## src/rtl/cchp_pkg.sv

```systemverilog
`default_nettype none
package cchp_pkg;

  // field widths
  localparam int POS_W   = 24;
  localparam int LOOK_W  = 23;
  localparam int GAIN_W  = 16;
  localparam int YAW_W   = 16;
  localparam int RATE_W  = 32;
  localparam int DIST_W  = 25;
  localparam int CFG_W   = 24;
  localparam int CIDX_W  = 3;

  // internal widths
  localparam int DIFF_W   = POS_W + 1;
  localparam int OPA_W    = 33;
  localparam int OPB_W    = 26;
  localparam int MAGA_W   = 32;
  localparam int MAGB_W   = 25;
  localparam int PROD_W   = MAGA_W + MAGB_W;
  localparam int ACC_W    = 54;
  localparam int LEN_W    = 26;
  localparam int REACH_W  = 26;
  localparam int QUO_W    = 28;
  localparam int CAR_W    = 30;
  localparam int CX_W     = 48;
  localparam int ANG_W    = 28;
  localparam int ERR_W    = 16;
  localparam int SUM_W    = 32;
  localparam int RAD_W    = 50;
  localparam int SREM_W   = 29;
  localparam int CNT_W    = 6;

  localparam int MUL_STEPS  = MAGB_W;
  localparam int DIV_STEPS  = ACC_W;
  localparam int SQRT_STEPS = RAD_W / 2;

  localparam int CORDIC_ITERS = 16;
  localparam int PI_Q13       = 25736;
  localparam int TWO_PI_Q13   = 51472;
  localparam int PI_Q24       = 52707179;

  // register indexes
  localparam logic [CIDX_W-1:0] CFG_START_X    = 3'd0;
  localparam logic [CIDX_W-1:0] CFG_START_Y    = 3'd1;
  localparam logic [CIDX_W-1:0] CFG_GOAL_X     = 3'd2;
  localparam logic [CIDX_W-1:0] CFG_GOAL_Y     = 3'd3;
  localparam logic [CIDX_W-1:0] CFG_LOOKAHEAD  = 3'd4;
  localparam logic [CIDX_W-1:0] CFG_GAIN_PROP  = 3'd5;
  localparam logic [CIDX_W-1:0] CFG_GAIN_DERIV = 3'd6;
  localparam logic [CIDX_W-1:0] CFG_GAIN_INTEG = 3'd7;

  typedef struct packed {
    logic signed [POS_W-1:0] start_x;
    logic signed [POS_W-1:0] start_y;
    logic signed [POS_W-1:0] goal_x;
    logic signed [POS_W-1:0] goal_y;
    logic [LOOK_W-1:0]       lookahead;
    logic [GAIN_W-1:0]       gain_prop;
    logic [GAIN_W-1:0]       gain_deriv;
    logic [GAIN_W-1:0]       gain_integ;
  } cfg_t;

  typedef struct packed {
    logic signed [RATE_W-1:0] angular_rate;
    logic [DIST_W-1:0]        goal_distance;
  } res_t;

  typedef enum logic [3:0] {
    ST_IDLE, ST_MLOAD, ST_MUL, ST_MACC, ST_DLOAD, ST_DIV, ST_DIV_END,
    ST_SLOAD, ST_SQRT, ST_SQRT_END, ST_CINIT, ST_CORD_Y, ST_CORD_X,
    ST_WRAP, ST_RATE, ST_DONE
  } state_e;

  typedef enum logic [3:0] {
    SP_LEN_X, SP_LEN_Y, SP_DOT_X, SP_DOT_Y, SP_CAR_X, SP_CAR_Y,
    SP_KP, SP_KD, SP_KI, SP_GOAL_X, SP_GOAL_Y
  } step_e;

  // arctan(2^-i) in Q24 radians
  function automatic logic [23:0] atan_q24(input logic [4:0] idx);
    logic [23:0] v;
    case (idx)
      5'd0:  v = 24'd13176795;
      5'd1:  v = 24'd7778716;
      5'd2:  v = 24'd4110060;
      5'd3:  v = 24'd2086331;
      5'd4:  v = 24'd1047214;
      5'd5:  v = 24'd524117;
      5'd6:  v = 24'd262123;
      5'd7:  v = 24'd131069;
      5'd8:  v = 24'd65536;
      5'd9:  v = 24'd32768;
      5'd10: v = 24'd16384;
      5'd11: v = 24'd8192;
      5'd12: v = 24'd4096;
      5'd13: v = 24'd2048;
      5'd14: v = 24'd1024;
      5'd15: v = 24'd512;
      5'd16: v = 24'd256;
      5'd17: v = 24'd128;
      5'd18: v = 24'd64;
      5'd19: v = 24'd32;
      5'd20: v = 24'd16;
      5'd21: v = 24'd8;
      5'd22: v = 24'd4;
      5'd23: v = 24'd2;
      default: v = 24'd0;
    endcase
    return v;
  endfunction

endpackage
`default_nettype wire

```

## src/rtl/carrot_chasing_heading_pid.sv

```systemverilog
`default_nettype none
// Carrot-chasing heading controller. Each input beat is a pose (pos_x, pos_y in Q7.16 m,
// yaw in Q2.13 rad). The block projects the pose onto the start-to-goal line, places a
// carrot lookahead metres further along it, takes the CORDIC angle to the carrot, forms
// the heading error wrapped once into [-pi, pi] and runs a PID on it; each pose gives one
// output beat with angular_rate (Q18.13, saturating) and goal_distance (Q9.16 m, rounded).
// All arithmetic goes through one small sequencer driving bit-serial units: a shift-add
// multiplier (25 steps, used 11 times), a restoring divider (54 steps, used 3 times), a
// bit-pair square root (25 steps, used twice) and a 16-iteration CORDIC that runs each
// iteration as a Y update state followed by an X update state. in_ready_o
// is high only while the sequencer is idle; the result sits in an output register so the
// next pose can be taken while it waits for out_ready_i. The error sum and previous error
// persist between poses and are cleared by reset only. Registers are written through a
// plain write port (index 0..7: start_x, start_y, goal_x, goal_y, lookahead, gain_prop,
// gain_deriv, gain_integ) and should only change while the block is idle.
module carrot_chasing_heading_pid (
  input  wire logic               clk_i,
  input  wire logic               rst_ni,
  input  wire logic               in_valid_i,
  output logic                    in_ready_o,
  input  wire logic signed [23:0] pos_x_i,
  input  wire logic signed [23:0] pos_y_i,
  input  wire logic signed [15:0] yaw_i,
  output logic                    out_valid_o,
  input  wire logic               out_ready_i,
  output logic signed [31:0]      angular_rate_o,
  output logic [24:0]             goal_distance_o,
  input  wire logic               cfg_we_i,
  input  wire logic [2:0]         cfg_index_i,
  input  wire logic [23:0]        cfg_data_i
);
  import cchp_pkg::*;

  cfg_t cfg_q, cfg_d;
  res_t res_q, res_d, eng_res;
  logic out_valid_q, out_valid_d;
  logic eng_idle, eng_done, out_free, start;

  // register file writes
  always_comb begin
    cfg_d = cfg_q;
    if (cfg_we_i) begin
      case (cfg_index_i)
        CFG_START_X:    cfg_d.start_x    = cfg_data_i;
        CFG_START_Y:    cfg_d.start_y    = cfg_data_i;
        CFG_GOAL_X:     cfg_d.goal_x     = cfg_data_i;
        CFG_GOAL_Y:     cfg_d.goal_y     = cfg_data_i;
        CFG_LOOKAHEAD:  cfg_d.lookahead  = cfg_data_i[LOOK_W-1:0];
        CFG_GAIN_PROP:  cfg_d.gain_prop  = cfg_data_i[GAIN_W-1:0];
        CFG_GAIN_DERIV: cfg_d.gain_deriv = cfg_data_i[GAIN_W-1:0];
        CFG_GAIN_INTEG: cfg_d.gain_integ = cfg_data_i[GAIN_W-1:0];
        default: ;
      endcase
    end
  end

  // output slot is free when empty or being drained this cycle
  assign out_free   = !out_valid_q || out_ready_i;
  assign start      = in_valid_i && eng_idle;
  assign in_ready_o = eng_idle;

  always_comb begin
    out_valid_d = out_valid_q;
    res_d       = res_q;
    if (out_ready_i) out_valid_d = 1'b0;
    if (eng_done) begin
      out_valid_d = 1'b1;
      res_d       = eng_res;
    end
  end

  cchp_engine u_engine (
    .clk_i      (clk_i),
    .rst_ni     (rst_ni),
    .cfg_i      (cfg_q),
    .start_i    (start),
    .pos_x_i    (pos_x_i),
    .pos_y_i    (pos_y_i),
    .yaw_i      (yaw_i),
    .out_free_i (out_free),
    .idle_o     (eng_idle),
    .done_o     (eng_done),
    .res_o      (eng_res)
  );

  always_ff @(posedge clk_i or negedge rst_ni) begin
    if (!rst_ni) begin
      cfg_q.start_x    <= 24'sd262144;
      cfg_q.start_y    <= 24'sd98304;
      cfg_q.goal_x     <= -24'sd196608;
      cfg_q.goal_y     <= 24'sd98304;
      cfg_q.lookahead  <= 23'd13107;
      cfg_q.gain_prop  <= 16'd1024;
      cfg_q.gain_deriv <= 16'd1600;
      cfg_q.gain_integ <= 16'd0;
      out_valid_q      <= 1'b0;
    end else begin
      cfg_q       <= cfg_d;
      out_valid_q <= out_valid_d;
    end
  end

  always_ff @(posedge clk_i) begin
    res_q <= res_d;
  end

  assign out_valid_o     = out_valid_q;
  assign angular_rate_o  = res_q.angular_rate;
  assign goal_distance_o = res_q.goal_distance;

endmodule
`default_nettype wire

```

## src/rtl/cchp_engine.sv

```systemverilog
`default_nettype none
module cchp_engine (
  input  wire logic                         clk_i,
  input  wire logic                         rst_ni,
  input  wire cchp_pkg::cfg_t               cfg_i,
  input  wire logic                         start_i,
  input  wire logic signed [23:0]           pos_x_i,
  input  wire logic signed [23:0]           pos_y_i,
  input  wire logic signed [15:0]           yaw_i,
  input  wire logic                         out_free_i,
  output logic                              idle_o,
  output logic                              done_o,
  output cchp_pkg::res_t                    res_o
);
  import cchp_pkg::*;

  state_e state_q, state_d;
  step_e  step_q, step_d;
  logic [CNT_W-1:0] cnt_q, cnt_d;

  logic signed [ERR_W-1:0] prev_q, prev_d;
  logic signed [SUM_W-1:0] esum_q, esum_d;

  logic signed [POS_W-1:0] px_q, px_d, py_q, py_d;
  logic signed [YAW_W-1:0] yaw_q, yaw_d;
  logic [MAGA_W-1:0]       mcand_q, mcand_d;
  logic [PROD_W-1:0]       prod_q, prod_d;
  logic                    mneg_q, mneg_d;
  logic signed [ACC_W-1:0] acc_q, acc_d;
  logic [ACC_W-1:0]        wk_q, wk_d;
  logic [SREM_W-1:0]       rem_q, rem_d;
  logic [LEN_W-1:0]        root_q, root_d;
  logic                    dneg_q, dneg_d;
  logic [LEN_W-1:0]        len_q, len_d;
  logic [REACH_W-1:0]      reach_q, reach_d;
  logic signed [CAR_W-1:0] carx_q, carx_d, cary_q, cary_d;
  logic signed [CX_W-1:0]  cx_q, cx_d, cy_q, cy_d, ysav_q, ysav_d;
  logic                    dir_q, dir_d;
  logic signed [ANG_W-1:0] ang_q, ang_d;
  logic signed [ERR_W-1:0] err_q, err_d;
  logic signed [RATE_W-1:0] rate_q, rate_d;
  logic [DIST_W-1:0]       gdist_q, gdist_d;

  // path geometry
  logic signed [DIFF_W-1:0] dx_raw, dy_raw, dx, dy, ux, uy, gx, gy;
  logic                     degen;

  always_comb begin
    dx_raw = $signed({cfg_i.goal_x[POS_W-1], cfg_i.goal_x})
           - $signed({cfg_i.start_x[POS_W-1], cfg_i.start_x});
    dy_raw = $signed({cfg_i.goal_y[POS_W-1], cfg_i.goal_y})
           - $signed({cfg_i.start_y[POS_W-1], cfg_i.start_y});
    degen  = (dx_raw == '0) && (dy_raw == '0);
    dx     = degen ? DIFF_W'(1) : dx_raw;
    dy     = degen ? '0 : dy_raw;
    ux = $signed({px_q[POS_W-1], px_q}) - $signed({cfg_i.start_x[POS_W-1], cfg_i.start_x});
    uy = $signed({py_q[POS_W-1], py_q}) - $signed({cfg_i.start_y[POS_W-1], cfg_i.start_y});
    gx = $signed({px_q[POS_W-1], px_q}) - $signed({cfg_i.goal_x[POS_W-1], cfg_i.goal_x});
    gy = $signed({py_q[POS_W-1], py_q}) - $signed({cfg_i.goal_y[POS_W-1], cfg_i.goal_y});
  end

  // multiplier operand select
  logic signed [OPA_W-1:0] op_a;
  logic signed [OPB_W-1:0] op_b;
  logic [OPA_W-1:0]        neg_a;
  logic [OPB_W-1:0]        neg_b;
  logic [MAGA_W-1:0]       mag_a;
  logic [MAGB_W-1:0]       mag_b;
  logic signed [ERR_W:0]   ediff;

  always_comb begin
    ediff = $signed({err_q[ERR_W-1], err_q}) - $signed({prev_q[ERR_W-1], prev_q});
    case (step_q)
      SP_LEN_X:  begin op_a = {{8{dx[DIFF_W-1]}}, dx}; op_b = {dx[DIFF_W-1], dx}; end
      SP_LEN_Y:  begin op_a = {{8{dy[DIFF_W-1]}}, dy}; op_b = {dy[DIFF_W-1], dy}; end
      SP_DOT_X:  begin op_a = {{8{ux[DIFF_W-1]}}, ux}; op_b = {dx[DIFF_W-1], dx}; end
      SP_DOT_Y:  begin op_a = {{8{uy[DIFF_W-1]}}, uy}; op_b = {dy[DIFF_W-1], dy}; end
      SP_CAR_X:  begin op_a = {7'b0, reach_q}; op_b = {dx[DIFF_W-1], dx}; end
      SP_CAR_Y:  begin op_a = {7'b0, reach_q}; op_b = {dy[DIFF_W-1], dy}; end
      SP_KP:     begin
        op_a = {{17{err_q[ERR_W-1]}}, err_q}; op_b = {10'b0, cfg_i.gain_prop};
      end
      SP_KD:     begin
        op_a = {{16{ediff[ERR_W]}}, ediff}; op_b = {10'b0, cfg_i.gain_deriv};
      end
      SP_KI:     begin
        op_a = {esum_q[SUM_W-1], esum_q}; op_b = {10'b0, cfg_i.gain_integ};
      end
      SP_GOAL_X: begin op_a = {{8{gx[DIFF_W-1]}}, gx}; op_b = {gx[DIFF_W-1], gx}; end
      SP_GOAL_Y: begin op_a = {{8{gy[DIFF_W-1]}}, gy}; op_b = {gy[DIFF_W-1], gy}; end
      default:   begin op_a = '0; op_b = '0; end
    endcase
    neg_a = -op_a;
    neg_b = -op_b;
    mag_a = op_a[OPA_W-1] ? neg_a[MAGA_W-1:0] : op_a[MAGA_W-1:0];
    mag_b = op_b[OPB_W-1] ? neg_b[MAGB_W-1:0] : op_b[MAGB_W-1:0];
  end

  // next state
  logic last_cnt_mul, last_cnt_div, last_cnt_sqrt, last_cnt_cord, car_zero;

  always_comb begin
    last_cnt_mul  = (cnt_q == CNT_W'(MUL_STEPS - 1));
    last_cnt_div  = (cnt_q == CNT_W'(DIV_STEPS - 1));
    last_cnt_sqrt = (cnt_q == CNT_W'(SQRT_STEPS - 1));
    last_cnt_cord = (cnt_q == CNT_W'(CORDIC_ITERS - 1));
    car_zero      = (carx_q == '0) && (cary_q == '0);
  end

  always_comb begin
    state_d = state_q;
    step_d  = step_q;
    case (state_q)
      ST_IDLE: begin
        if (start_i) begin
          state_d = ST_MLOAD;
          step_d  = SP_LEN_X;
        end
      end
      ST_MLOAD: state_d = ST_MUL;
      ST_MUL: begin
        if (last_cnt_mul) state_d = ST_MACC;
      end
      ST_MACC: begin
        case (step_q)
          SP_LEN_X:  begin state_d = ST_MLOAD; step_d = SP_LEN_Y; end
          SP_DOT_X:  begin state_d = ST_MLOAD; step_d = SP_DOT_Y; end
          SP_KP:     begin state_d = ST_MLOAD; step_d = SP_KD; end
          SP_KD:     begin state_d = ST_MLOAD; step_d = SP_KI; end
          SP_GOAL_X: begin state_d = ST_MLOAD; step_d = SP_GOAL_Y; end
          SP_LEN_Y, SP_GOAL_Y: state_d = ST_SLOAD;
          SP_DOT_Y, SP_CAR_X, SP_CAR_Y: state_d = ST_DLOAD;
          SP_KI:     state_d = ST_RATE;
          default:   state_d = ST_IDLE;
        endcase
      end
      ST_DLOAD: state_d = ST_DIV;
      ST_DIV: begin
        if (last_cnt_div) state_d = ST_DIV_END;
      end
      ST_DIV_END: begin
        case (step_q)
          SP_DOT_Y: begin state_d = ST_MLOAD; step_d = SP_CAR_X; end
          SP_CAR_X: begin state_d = ST_MLOAD; step_d = SP_CAR_Y; end
          default:  state_d = ST_CINIT;
        endcase
      end
      ST_SLOAD: state_d = ST_SQRT;
      ST_SQRT: begin
        if (last_cnt_sqrt) state_d = ST_SQRT_END;
      end
      ST_SQRT_END: begin
        if (step_q == SP_LEN_Y) begin
          state_d = ST_MLOAD;
          step_d  = SP_DOT_X;
        end else begin
          state_d = ST_DONE;
        end
      end
      ST_CINIT:  state_d = car_zero ? ST_WRAP : ST_CORD_Y;
      ST_CORD_Y: state_d = ST_CORD_X;
      ST_CORD_X: state_d = last_cnt_cord ? ST_WRAP : ST_CORD_Y;
      ST_WRAP: begin
        state_d = ST_MLOAD;
        step_d  = SP_KP;
      end
      ST_RATE: begin
        state_d = ST_MLOAD;
        step_d  = SP_GOAL_X;
      end
      ST_DONE: begin
        if (out_free_i) state_d = ST_IDLE;
      end
      default: state_d = ST_IDLE;
    endcase
  end

  // outputs
  always_comb begin
    idle_o = 1'b0;
    done_o = 1'b0;
    case (state_q)
      ST_IDLE: idle_o = 1'b1;
      ST_DONE: done_o = out_free_i;
      default: ;
    endcase
    res_o.angular_rate  = rate_q;
    res_o.goal_distance = gdist_q;
  end

  // datapath
  logic [MAGA_W:0]          msum;
  logic signed [ACC_W-1:0]  pext;
  logic [ACC_W-1:0]         half_ext;
  logic [LEN_W:0]           dt, ddiff;
  logic                     dge;
  logic [SREM_W-1:0]        st, strial;
  logic                     sge;
  logic [LEN_W-1:0]         sround;
  logic [QUO_W-1:0]         quo;
  logic signed [CAR_W-1:0]  cbase_x, cbase_y, qext;
  logic signed [CAR_W-1:0]  xa, ya;
  logic signed [CX_W-1:0]   xsh, ysh;
  logic signed [ANG_W-1:0]  atan_ext;
  logic [ANG_W-1:0]         pbias, psum;
  logic signed [16:0]       psi;
  logic signed [18:0]       err0, err1, err2;
  logic signed [SUM_W:0]    ssum;
  logic [ACC_W-1:0]         rbias, rsum;

  always_comb begin
    px_d = px_q;  py_d = py_q;  yaw_d = yaw_q;
    mcand_d = mcand_q;  prod_d = prod_q;  mneg_d = mneg_q;
    acc_d = acc_q;  wk_d = wk_q;  rem_d = rem_q;  root_d = root_q;  dneg_d = dneg_q;
    len_d = len_q;  reach_d = reach_q;  carx_d = carx_q;  cary_d = cary_q;
    cx_d = cx_q;  cy_d = cy_q;  ysav_d = ysav_q;  dir_d = dir_q;  ang_d = ang_q;
    err_d = err_q;  esum_d = esum_q;  prev_d = prev_q;
    rate_d = rate_q;  gdist_d = gdist_q;
    cnt_d = cnt_q;

    msum     = {1'b0, prod_q[PROD_W-1:MAGB_W]} + {1'b0, mcand_q};
    pext     = $signed({1'b0, prod_q[ACC_W-2:0]});
    half_ext = ACC_W'(len_q >> 1);
    dt       = {rem_q[LEN_W-1:0], wk_q[ACC_W-1]};
    dge      = dt >= {1'b0, len_q};
    ddiff    = dt - {1'b0, len_q};
    st       = {rem_q[SREM_W-3:0], wk_q[ACC_W-1:ACC_W-2]};
    strial   = {1'b0, root_q, 2'b01};
    sge      = st >= strial;
    sround   = root_q + LEN_W'(rem_q > SREM_W'(root_q));
    quo      = wk_q[QUO_W-1:0];
    qext     = $signed({2'b0, quo});
    cbase_x  = CAR_W'($signed({cfg_i.start_x[POS_W-1], cfg_i.start_x})
                     - $signed({px_q[POS_W-1], px_q}));
    cbase_y  = CAR_W'($signed({cfg_i.start_y[POS_W-1], cfg_i.start_y})
                     - $signed({py_q[POS_W-1], py_q}));
    xa       = carx_q[CAR_W-1] ? -carx_q : carx_q;
    ya       = carx_q[CAR_W-1] ? -cary_q : cary_q;
    xsh      = cx_q >>> cnt_q;
    ysh      = ysav_q >>> cnt_q;
    atan_ext = $signed({4'b0, atan_q24(cnt_q[4:0])});
    pbias    = ang_q[ANG_W-1] ? ANG_W'(1023) : ANG_W'(1024);
    psum     = ang_q + pbias;
    psi      = $signed(psum[ANG_W-1:11]);
    err0     = $signed({{2{psi[16]}}, psi}) - $signed({{3{yaw_q[YAW_W-1]}}, yaw_q});
    err1     = (err0 > 19'sd25736) ? err0 - 19'(TWO_PI_Q13) : err0;
    err2     = (err1 < -19'sd25736) ? err1 + 19'(TWO_PI_Q13) : err1;
    ssum     = $signed({esum_q[SUM_W-1], esum_q})
             + $signed({{17{err2[15]}}, err2[15:0]});
    rbias    = acc_q[ACC_W-1] ? ACC_W'(127) : ACC_W'(128);
    rsum     = acc_q + rbias;

    case (state_q)
      ST_IDLE: begin
        if (start_i) begin
          px_d  = pos_x_i;
          py_d  = pos_y_i;
          yaw_d = yaw_i;
        end
      end
      ST_MLOAD: begin
        mcand_d = mag_a;
        prod_d  = {{MAGA_W{1'b0}}, mag_b};
        mneg_d  = op_a[OPA_W-1] ^ op_b[OPB_W-1];
        cnt_d   = '0;
        if (step_q == SP_LEN_X || step_q == SP_DOT_X || step_q == SP_CAR_X ||
            step_q == SP_CAR_Y || step_q == SP_KP || step_q == SP_GOAL_X) begin
          acc_d = '0;
        end
      end
      ST_MUL: begin
        prod_d = prod_q[0] ? {msum, prod_q[MAGB_W-1:1]} : {1'b0, prod_q[PROD_W-1:1]};
        cnt_d  = cnt_q + 1'b1;
      end
      ST_MACC: acc_d = mneg_q ? acc_q - pext : acc_q + pext;
      ST_DLOAD: begin
        // |n| + d/2 in one subtract or add
        wk_d   = acc_q[ACC_W-1] ? half_ext - acc_q : acc_q + half_ext;
        dneg_d = acc_q[ACC_W-1];
        rem_d  = '0;
        cnt_d  = '0;
      end
      ST_DIV: begin
        rem_d = SREM_W'(dge ? ddiff[LEN_W-1:0] : dt[LEN_W-1:0]);
        wk_d  = {wk_q[ACC_W-2:0], dge};
        cnt_d = cnt_q + 1'b1;
      end
      ST_DIV_END: begin
        case (step_q)
          SP_DOT_Y: reach_d = quo[REACH_W-1:0] + REACH_W'(cfg_i.lookahead);
          SP_CAR_X: carx_d  = dneg_q ? cbase_x - qext : cbase_x + qext;
          default:  cary_d  = dneg_q ? cbase_y - qext : cbase_y + qext;
        endcase
      end
      ST_SLOAD: begin
        wk_d   = {acc_q[RAD_W-1:0], {(ACC_W-RAD_W){1'b0}}};
        rem_d  = '0;
        root_d = '0;
        cnt_d  = '0;
      end
      ST_SQRT: begin
        rem_d  = sge ? st - strial : st;
        root_d = {root_q[LEN_W-2:0], sge};
        wk_d   = {wk_q[ACC_W-3:0], 2'b00};
        cnt_d  = cnt_q + 1'b1;
      end
      ST_SQRT_END: begin
        if (step_q == SP_LEN_Y) len_d = sround;
        else gdist_d = sround[DIST_W-1:0];
      end
      ST_CINIT: begin
        // left half plane: fold by pi first
        if (carx_q[CAR_W-1]) begin
          ang_d = cary_q[CAR_W-1] ? -ANG_W'(PI_Q24) : ANG_W'(PI_Q24);
        end else begin
          ang_d = '0;
        end
        cx_d  = {{2{xa[CAR_W-1]}}, xa, 16'b0};
        cy_d  = {{2{ya[CAR_W-1]}}, ya, 16'b0};
        cnt_d = '0;
        if (car_zero) ang_d = '0;
      end
      ST_CORD_Y: begin
        dir_d  = (cy_q > 0);
        ysav_d = cy_q;
        cy_d   = (cy_q > 0) ? cy_q - xsh : cy_q + xsh;
      end
      ST_CORD_X: begin
        cx_d  = dir_q ? cx_q + ysh : cx_q - ysh;
        ang_d = dir_q ? ang_q + atan_ext : ang_q - atan_ext;
        cnt_d = cnt_q + 1'b1;
      end
      ST_WRAP: begin
        err_d = err2[ERR_W-1:0];
        if (ssum[SUM_W] != ssum[SUM_W-1]) begin
          esum_d = ssum[SUM_W] ? {1'b1, {(SUM_W-1){1'b0}}} : {1'b0, {(SUM_W-1){1'b1}}};
        end else begin
          esum_d = ssum[SUM_W-1:0];
        end
      end
      ST_RATE: begin
        prev_d = err_q;
        if (!rsum[ACC_W-1] && (|rsum[ACC_W-2:39])) begin
          rate_d = {1'b0, {(RATE_W-1){1'b1}}};
        end else if (rsum[ACC_W-1] && !(&rsum[ACC_W-2:39])) begin
          rate_d = {1'b1, {(RATE_W-1){1'b0}}};
        end else begin
          rate_d = rsum[39:8];
        end
      end
      default: ;
    endcase
  end

  always_ff @(posedge clk_i or negedge rst_ni) begin
    if (!rst_ni) begin
      state_q <= ST_IDLE;
      step_q  <= SP_LEN_X;
      cnt_q   <= '0;
      prev_q  <= '0;
      esum_q  <= '0;
    end else begin
      state_q <= state_d;
      step_q  <= step_d;
      cnt_q   <= cnt_d;
      prev_q  <= prev_d;
      esum_q  <= esum_d;
    end
  end

  always_ff @(posedge clk_i) begin
    px_q <= px_d;  py_q <= py_d;  yaw_q <= yaw_d;
    mcand_q <= mcand_d;  prod_q <= prod_d;  mneg_q <= mneg_d;
    acc_q <= acc_d;  wk_q <= wk_d;  rem_q <= rem_d;  root_q <= root_d;  dneg_q <= dneg_d;
    len_q <= len_d;  reach_q <= reach_d;  carx_q <= carx_d;  cary_q <= cary_d;
    cx_q <= cx_d;  cy_q <= cy_d;  ysav_q <= ysav_d;  dir_q <= dir_d;  ang_q <= ang_d;
    err_q <= err_d;  rate_q <= rate_d;  gdist_q <= gdist_d;
  end

endmodule
`default_nettype wire
```

## config.mk

```make
export PLATFORM = sky130hd
export DESIGN_NAME = carrot_chasing_heading_pid
export DESIGN_NICKNAME = d
export VERILOG_FILES = /design/src/rtl/cchp_pkg.sv /design/src/rtl/carrot_chasing_heading_pid.sv /design/src/rtl/cchp_engine.sv
export SDC_FILE = /design/constraint.sdc
export NUM_CORES = 2
export LEC_CHECK = 0
export BUFFER_PORTS_ARGS = -buffer_cell sky130_fd_sc_hd__buf_4
export CORE_MARGIN = 2
export CORE_UTILIZATION = 40
export CTS_CLUSTER_DIAMETER = 100
export CTS_CLUSTER_SIZE = 8
export DETAILED_ROUTE_END_ITERATION = 12
export PLACE_DENSITY_LB_ADDON = 0.08
export SLEW_MARGIN = 40
export SYNTH_ARGS = -nofsm -noshare
export SYNTH_HDL_FRONTEND = slang
export SYNTH_SLANG_ARGS = --single-unit
```

## constraint.sdc

```tcl
create_clock -name clk_i -period 12.9 [get_ports clk_i]
set_clock_uncertainty 0.2 [all_clocks]
set_input_delay 1.935 -clock clk_i [delete_from_list [all_inputs] [get_ports clk_i]]
set_output_delay 1.935 -clock clk_i [all_outputs]
set_load 0.01 [all_outputs]
```

## After elaboration in Yosys (flattened, before gate mapping)

Memories as Yosys holds them, arrays and structs flattened.
Index checks and enable logic that the tools add are counted.

- Input bits: 96
- Word-level logic and storage cells: 254
- Output and inout bits: 59
- Bits in registers: 963
- Memories: 1
- Bits in read-only memories: 768

Memories:

| memory | words | bits a word | rd ports | clocked after memory_dff | write ports | RTL line | RTL |
|---|---|---|---|---|---|---|---|
| (name not given) | 32 | 24 | 1 | 0 | 0 | cchp_pkg.sv:83 | `case (idx)` |

- Reduce and logical (&&, ||, !) cells: 61
- $lt $le $gt $ge: 6
- Mux-type cells: 58
- Bitwise logic cells: 3
- Shifts and indexed selects: 2
- Add/sub/neg operators: 39
- Eq/ne operators: 45

Operators by type and width:

| kind | count |
|---|---|
| $pmux W33 S10 | 1 |
| $pmux W54 S4 | 1 |
| $sub A24 B24 Y25 | 8 |
| $pmux W48 S2 | 2 |
| $pmux W26 S7 | 1 |
| $mux W54 | 3 |
| $mux W32 | 4 |
| $mux W30 | 4 |
| $pmux W57 S2 | 1 |
| $mux W28 | 4 |
| $add A54 B54 Y54 | 2 |
| $pmux W54 S2 | 1 |
| $add A48 B48 Y48 | 2 |
| $mux W48 | 2 |
| $sshr A48 B6 Y48 | 2 |
| $sub A48 B48 Y48 | 2 |
| $pmux W29 S3 | 1 |
| $mux W25 | 3 |
| $add A30 B29 Y30 | 2 |
| $logic_not A30 Y1 | 2 |
| $neg A30 Y30 | 2 |
| $pmux W4 S15 | 1 |
| $sub A30 B29 Y30 | 2 |
| $mux W57 | 1 |
| 76 further kinds | 160 |

## Longest topological paths before layout

- Depth in word-level cells: 10
- Mapped depth: 45

## Cells and area by module

A second synthesis with hierarchy kept.

- Cells, all modules: 9496
- Area total of the unflattened synthesis: 87002.2 um2

Modules (own cells, without submodules):

| module | cells each | instances | area each (um2) |
|---|---|---|---|
| cchp_engine | 9073 | 1 | 78881.9 |
| carrot_chasing_heading_pid | 423 | 1 | 8120.3 |

## Least setup slack after synthesis

OpenSTA, ideal clock, no wires.

- Path type: register to register
- From: reg u_engine.ang_q[27]
- To: reg u_engine.esum_q[26]
- Data required time: 12.567 ns
- Path buffers: 3
- Path slack: 2.429 ns
- Period minus slack after synthesis: 10.471 ns
- Stages on the path, launching flop included: 43
- Arrival time: 10.137 ns
- Cells stage by stage: edfxtp_1 -> ha_1 -> a31o_2 -> a21o_1 -> a21o_1 -> a21o_1 -> a21o_1 -> a211o_1 -> a21oi_1 -> o21ai_1 -> and3_1 -> and4_1 -> and3_1 -> clkbuf_1 -> xor2_1 -> ha_1 -> clkbuf_1 -> a21o_1 -> [7 not listed] -> nand3_1 -> a311oi_1 -> o211ai_1 -> o211a_1 -> mux2i_1 -> ha_1 -> a21o_1 -> a21o_1 -> nor3b_1 -> a211oi_1 -> o31ai_1 -> nor3b_1 -> nor2_1 -> o31ai_1 -> a31oi_1 -> clkbuf_1 -> a21boi_0 -> o21ai_0

- Word-level cells in the longest chain between the ends: 10

Ends and longest elaborated chain:

| element | RTL line | RTL |
|---|---|---|
| from (decl) | cchp_engine.sv:39 | `logic signed [ANG_W-1:0] ang_q, ang_d;` |
| from (signal assigned) | cchp_engine.sv:376 | `cx_q <= cx_d; cy_q <= cy_d; ysav_q <= ysav_d; dir_q <= dir_d; ang_q <= ang_d;` |
| $mux W11 | cchp_engine.sv:242 | `pbias = ang_q[ANG_W-1] ? ANG_W'(1023) : ANG_W'(1024);` |
| $add A28 B11 Y28 * | cchp_engine.sv:243 | `psum = ang_q + pbias;` |
| $sub A17 B16 Y18 * | cchp_engine.sv:245 | `err0 = $signed({{2{psi[16]}}, psi}) - $signed({{3{yaw_q[YAW_W-1]}}, yaw_q});` |
| $sub A19 B17 Y19 / $gt A19 B16 Y1 (equally long branches) | cchp_engine.sv:246 | `err1 = (err0 > 19'sd25736) ? err0 - 19'(TWO_PI_Q13) : err0;` |
| $mux W19 * | cchp_engine.sv:246 |  |
| $add A16 B15 Y16 / $lt A19 B16 Y1 (equally long branches) | cchp_engine.sv:247 | `err2 = (err1 < -19'sd25736) ? err1 + 19'(TWO_PI_Q13) : err1;` |
| $mux W16 * | cchp_engine.sv:247 |  |
| net u_engine.err2[15] | cchp_engine.sv:207 | `logic signed [18:0] err0, err1, err2;` |
| $add A32 B16 Y33 * | cchp_engine.sv:249 | `+ $signed({{17{err2[15]}}, err2[15:0]});` |
| $mux W32 / $ne A1 B1 Y1 (equally long branches) | cchp_engine.sv:336, cchp_engine.sv:335 |  |
| $mux W32 * | cchp_engine.sv:335 | `if (ssum[SUM_W] != ssum[SUM_W-1]) begin` |
| to (signal assigned) | cchp_engine.sv:367 | `esum_q <= esum_d;` |
| to (decl) | cchp_engine.sv:22 | `logic signed [SUM_W-1:0] esum_q, esum_d;` |

Mark *: on every way through the listed nets, which the timed path passes. The rest lies on a longest branch.
A chain may end at the register's enable or synchronous reset.

## Final worst setup path

- From: reg u_engine.ang_q[1]
- To: reg u_engine.esum_q[5]

- Word-level cells in the longest chain between the ends: 9

Ends and longest elaborated chain:

| element | RTL line |
|---|---|
| $add A28 B11 Y28 * | cchp_engine.sv:243 |
| $sub A17 B16 Y18 * | cchp_engine.sv:245 |
| $sub A19 B17 Y19 / $gt A19 B16 Y1 (equally long branches) | cchp_engine.sv:246 |
| $mux W19 * | cchp_engine.sv:246 |
| $add A16 B15 Y16 / $lt A19 B16 Y1 (equally long branches) | cchp_engine.sv:247 |
| $mux W16 * | cchp_engine.sv:247 |
| net u_engine.err2[10] | cchp_engine.sv:207 |
| $add A32 B16 Y33 * | cchp_engine.sv:249 |
| $mux W32 / $ne A1 B1 Y1 (equally long branches) | cchp_engine.sv:336, cchp_engine.sv:335 |
| $mux W32 * | cchp_engine.sv:335 |

Marked as above.

==> results.tsv <==
metric	value	unit
top-count cell post-synth	nor2_1	
CP Class	flop to flop	
Final Hold Viols	0	
Yosys top cell area share	25.5	%
drt pass-1 iters	9	
share of cells above drive strength 1	10.0	%
grt ovf	0	
num rows	170	
clk buf depth	3	
Top FF cell, synth	edfxtp_1	
H-tree Lvls	4	
syn nets	10302	
Hold Crit Class	flop to flop	
GRT Util Overall	28.9	%
Iter 0 DRT Violations	7434	
Die ar.	219000	sq um
first-pass GRT wire length	477	mm
status	finished clean	
min Tclk post-route	11.78	ns
LEAKAGE	37.8	nW
Core Area	214000	sq um
crit end category	flop	
CTS Buf Count	142	
Fmax	84.9	MHz
Worst Setup SP	u_engine.ang_q[1]	
fraction of power consumed by sequential logic	20.1	%
Post-synth ARST share	23.9	%
critical-path maximum fanout	12	
slowest CP cell	a21oi_2	
Post-CTS Setup Repair Bufs	0	
RSZ-0062 raised after global routing	no	
dpl cells	12223	
worst skew pair latency	0.82	ns
Post-synth EDFFs	733	
wire length per cell	26.1	um
drt via density	6.11	
final antenna-violating net count	0	
Finished Layout Cells	12453	
count of different cell masters after synthesis	106	
grt met2 use	45.2	%
met1 usage	40.6	%
Slew headroom	36.7	%
largest net degree at the start of global routing	118	
Die Ht	468	um
Req. time, crit path	13.38	ns
IO Pins	155	
Routed WL	325	mm
Power Density	300	nW/um^2
Initial Utilization	40.2	%
final setup violation count	0	
Internal Power	14.1	mW
NumNets Final	10313	
HPWL after DPL	255	mm
register area share after synthesis	32.2	%
number of max-cap violations	0	
power share of the clock group	12.7	%
synthesized area per cell	9.06	sq um
Crit path largest cell delay	0.51	ns
Syn. warnings	0	
antenna violations before repair	7	
Comb power frac	67.2	%
RR Endpoint	u_engine.esum_q[5]	
fill count	20847	
flops & latches, synth	963	
top post-synthesis cells by count	nor2_1 (735), edfxtp_1 (733), nand2_1 (733)	
Least-Margin Pin Slew	0.950	ns
M3 GR Usage	3.76	%
Yosys top cell by area	edfxtp_1	
TritonCTS clock tree	yes	
Cells after Synth	9522	
Vias	76117	
post-route clock period utilization	91.3	%
Final Slew Violations	0	
total power draw	28.5	mW
Critical Path Sink	u_engine.esum_q[5]	
switching part of the total	50.5	%
Net Sw Power	14.4	mW
setup slack, reg-to-reg	1.12	ns
Reg-to-Reg Start	u_engine.ang_q[1]	
Clock Tree Root	clkbuf_16	
Clock Sinks	963	
Startpoint Class	flop	
# DRC	0	
gr busiest metal	met2	
Reg clk slew, reported paths	0.05	ns
R2R cell count	42	
I/O Buffers	154	
Layout area overhead	10.1	%
TNS Setup	0	ns
Synth area leaders	edfxtp_1 (26%), ha_1 (9.6%), xnor2_1 (6.6%)	
Mapped Area	86200	sq um
die width	468	um
Peak VDD IR	0.000206	V
Worst EP arrival	12.26	ns
GP Congestion	0.974	
vias in the first global route	71379	
==> per-layer routing <==
metal	share of wire [%]	vias up
li1	-	35537
met1	45	37421
met2	44	2700
met3	6.3	457
met4	4.2	2
met5	0.0040	-
==> power by group through the flow <==
stage	logic (mW)	clock network [mW]	registers, mW
after global routing	20.9	3.81	5.80
final	19.2	3.61	5.74
after CTS	18.9	3.71	5.71
after global placement	18.6	0	5.77
after floorplan	13.7	0	5.11
after detailed placement	18.8	0	5.77
==> registers in the layout, summed over array words and instances (netlist names), 28 cells and up <==
| name | flops |
|---|---|
| u_engine.prod_q | 57 |
| u_engine.carx_q | 30 |
| u_engine.mcand_q | 32 |
| u_engine.wk_q | 54 |
| angular_rate_o | 32 |
| u_engine.esum_q | 32 |
| u_engine.acc_q | 54 |
| u_engine.cary_q | 30 |
| u_engine.cy_q | 48 |
| cfg_q | 167 |
| u_engine.rate_q | 32 |
| u_engine.ysav_q | 48 |
| u_engine.cx_q | 48 |
| u_engine.ang_q | 28 |
| u_engine.rem_q | 29 |
==> cells by family after synthesis <==
| kind of cell | Yosys count | share of synthesized area (%) |
|---|---|---|
| flip-flops | 963 | 32.2 |
| buffers and inverters | 936 | 4.21 |
| XOR/XNOR | 925 | 9.39 |
| AO/OA/AOI/OAI | 2753 | 20.5 |
| multiplexers | 463 | 7.66 |
| adder cells (fa/ha/maj) | 687 | 10.1 |
| AND/OR/NAND/NOR | 2795 | 15.8 |
==> stage by stage <==
step	worst slack, ns	utilization [%]	hold slack [ns]	area (sq um)
after floorplan	2.43	-	0.200	86200
after global placement	0.970	42.2	0.201	90500
after detailed placement	1.05	42.3	0.205	90800
after CTS	1.04	44.2	0.203	94900
after global routing	0.160	44.3	0.210	95000
final	1.12	44.3	0.202	95000
==> worst min path at each step <==
stage / start / end / slack [ns] / cells after the start
floorplan: u_engine.rate_q[0] / angular_rate_o[0] / 0.20 / 0
global placement: u_engine.gdist_q[0] / goal_distance_o[0] / 0.20 / 0
detailed placement: u_engine.gdist_q[12] / goal_distance_o[12] / 0.20 / 0
CTS: u_engine.rate_q[18] / angular_rate_o[18] / 0.20 / 0
global route: u_engine.rate_q[18] / angular_rate_o[18] / 0.21 / 0
finish: u_engine.rate_q[18] / angular_rate_o[18] / 0.20 / 0
==> critical path, delay by kind of cell, from the launching register on <==
family	cells	cell delay (ns)
flops	1	0.44
compound gates	25	5.86
xor+xnor	3	0.79
mux	1	0.28
simple gates	8	2.60
fa+ha+maj	4	1.28
buf+inv	1	0.18
==> cells in the final DEF, fill, tap and decap left out, types with 69 or more instances in the layout <==
cell / Yosys / final
nand2b_1: 115 / 114
nor2b_1: 119 / 119
a31oi_1: 127 / 125
nand4_1: 84 / 84
and2_1: 71 / 69
o21a_1: 107 / 107
a211oi_1: 103 / 101
o21ai_0: 684 / 681
o31ai_1: 79 / 77
a21oi_1: 717 / 716
buf_4: 5 / 274
and3_1: 101 / 100
or3_1: 92 / 92
a222oi_1: 70 / 70
edfxtp_1: 733 / 733
ha_1: 663 / 663
mux2i_1: 159 / 158
a21o_1: 265 / 265
xnor2_1: 654 / 653
mux2_2: 162 / 162
xor2_1: 271 / 270
nor3_1: 251 / 236
nand3_1: 201 / 198
nand2_1: 733 / 732
inv_1: 509 / 506
clkbuf_16: 0 / 142
mux4_2: 137 / 137
nor2_1: 735 / 717
dfrtp_1: 206 / 199
==> final cells by class <==
cell class	instances	area [sq um]	share of cell area [%]
antenna	4	10.0	0.0105
clock buffer	200	3780	3.98
clock inverter	22	330	0.348
inverter	511	1920	2.02
multi-input combinational	7623	55200	58.1
sequential	963	27800	29.3
tap	2838	3550	3.74
timing repair buffer	292	2350	2.48
==> timing repair <==
| action | 4_1_cts | 5_1_grt |
|---|---|---|
| hold buffers | 0 | 0 |
| setup endpoints to repair | 0 | 10 |
| gates resized for setup | 0 | 1 |
(Power assumes the default switching activity.)
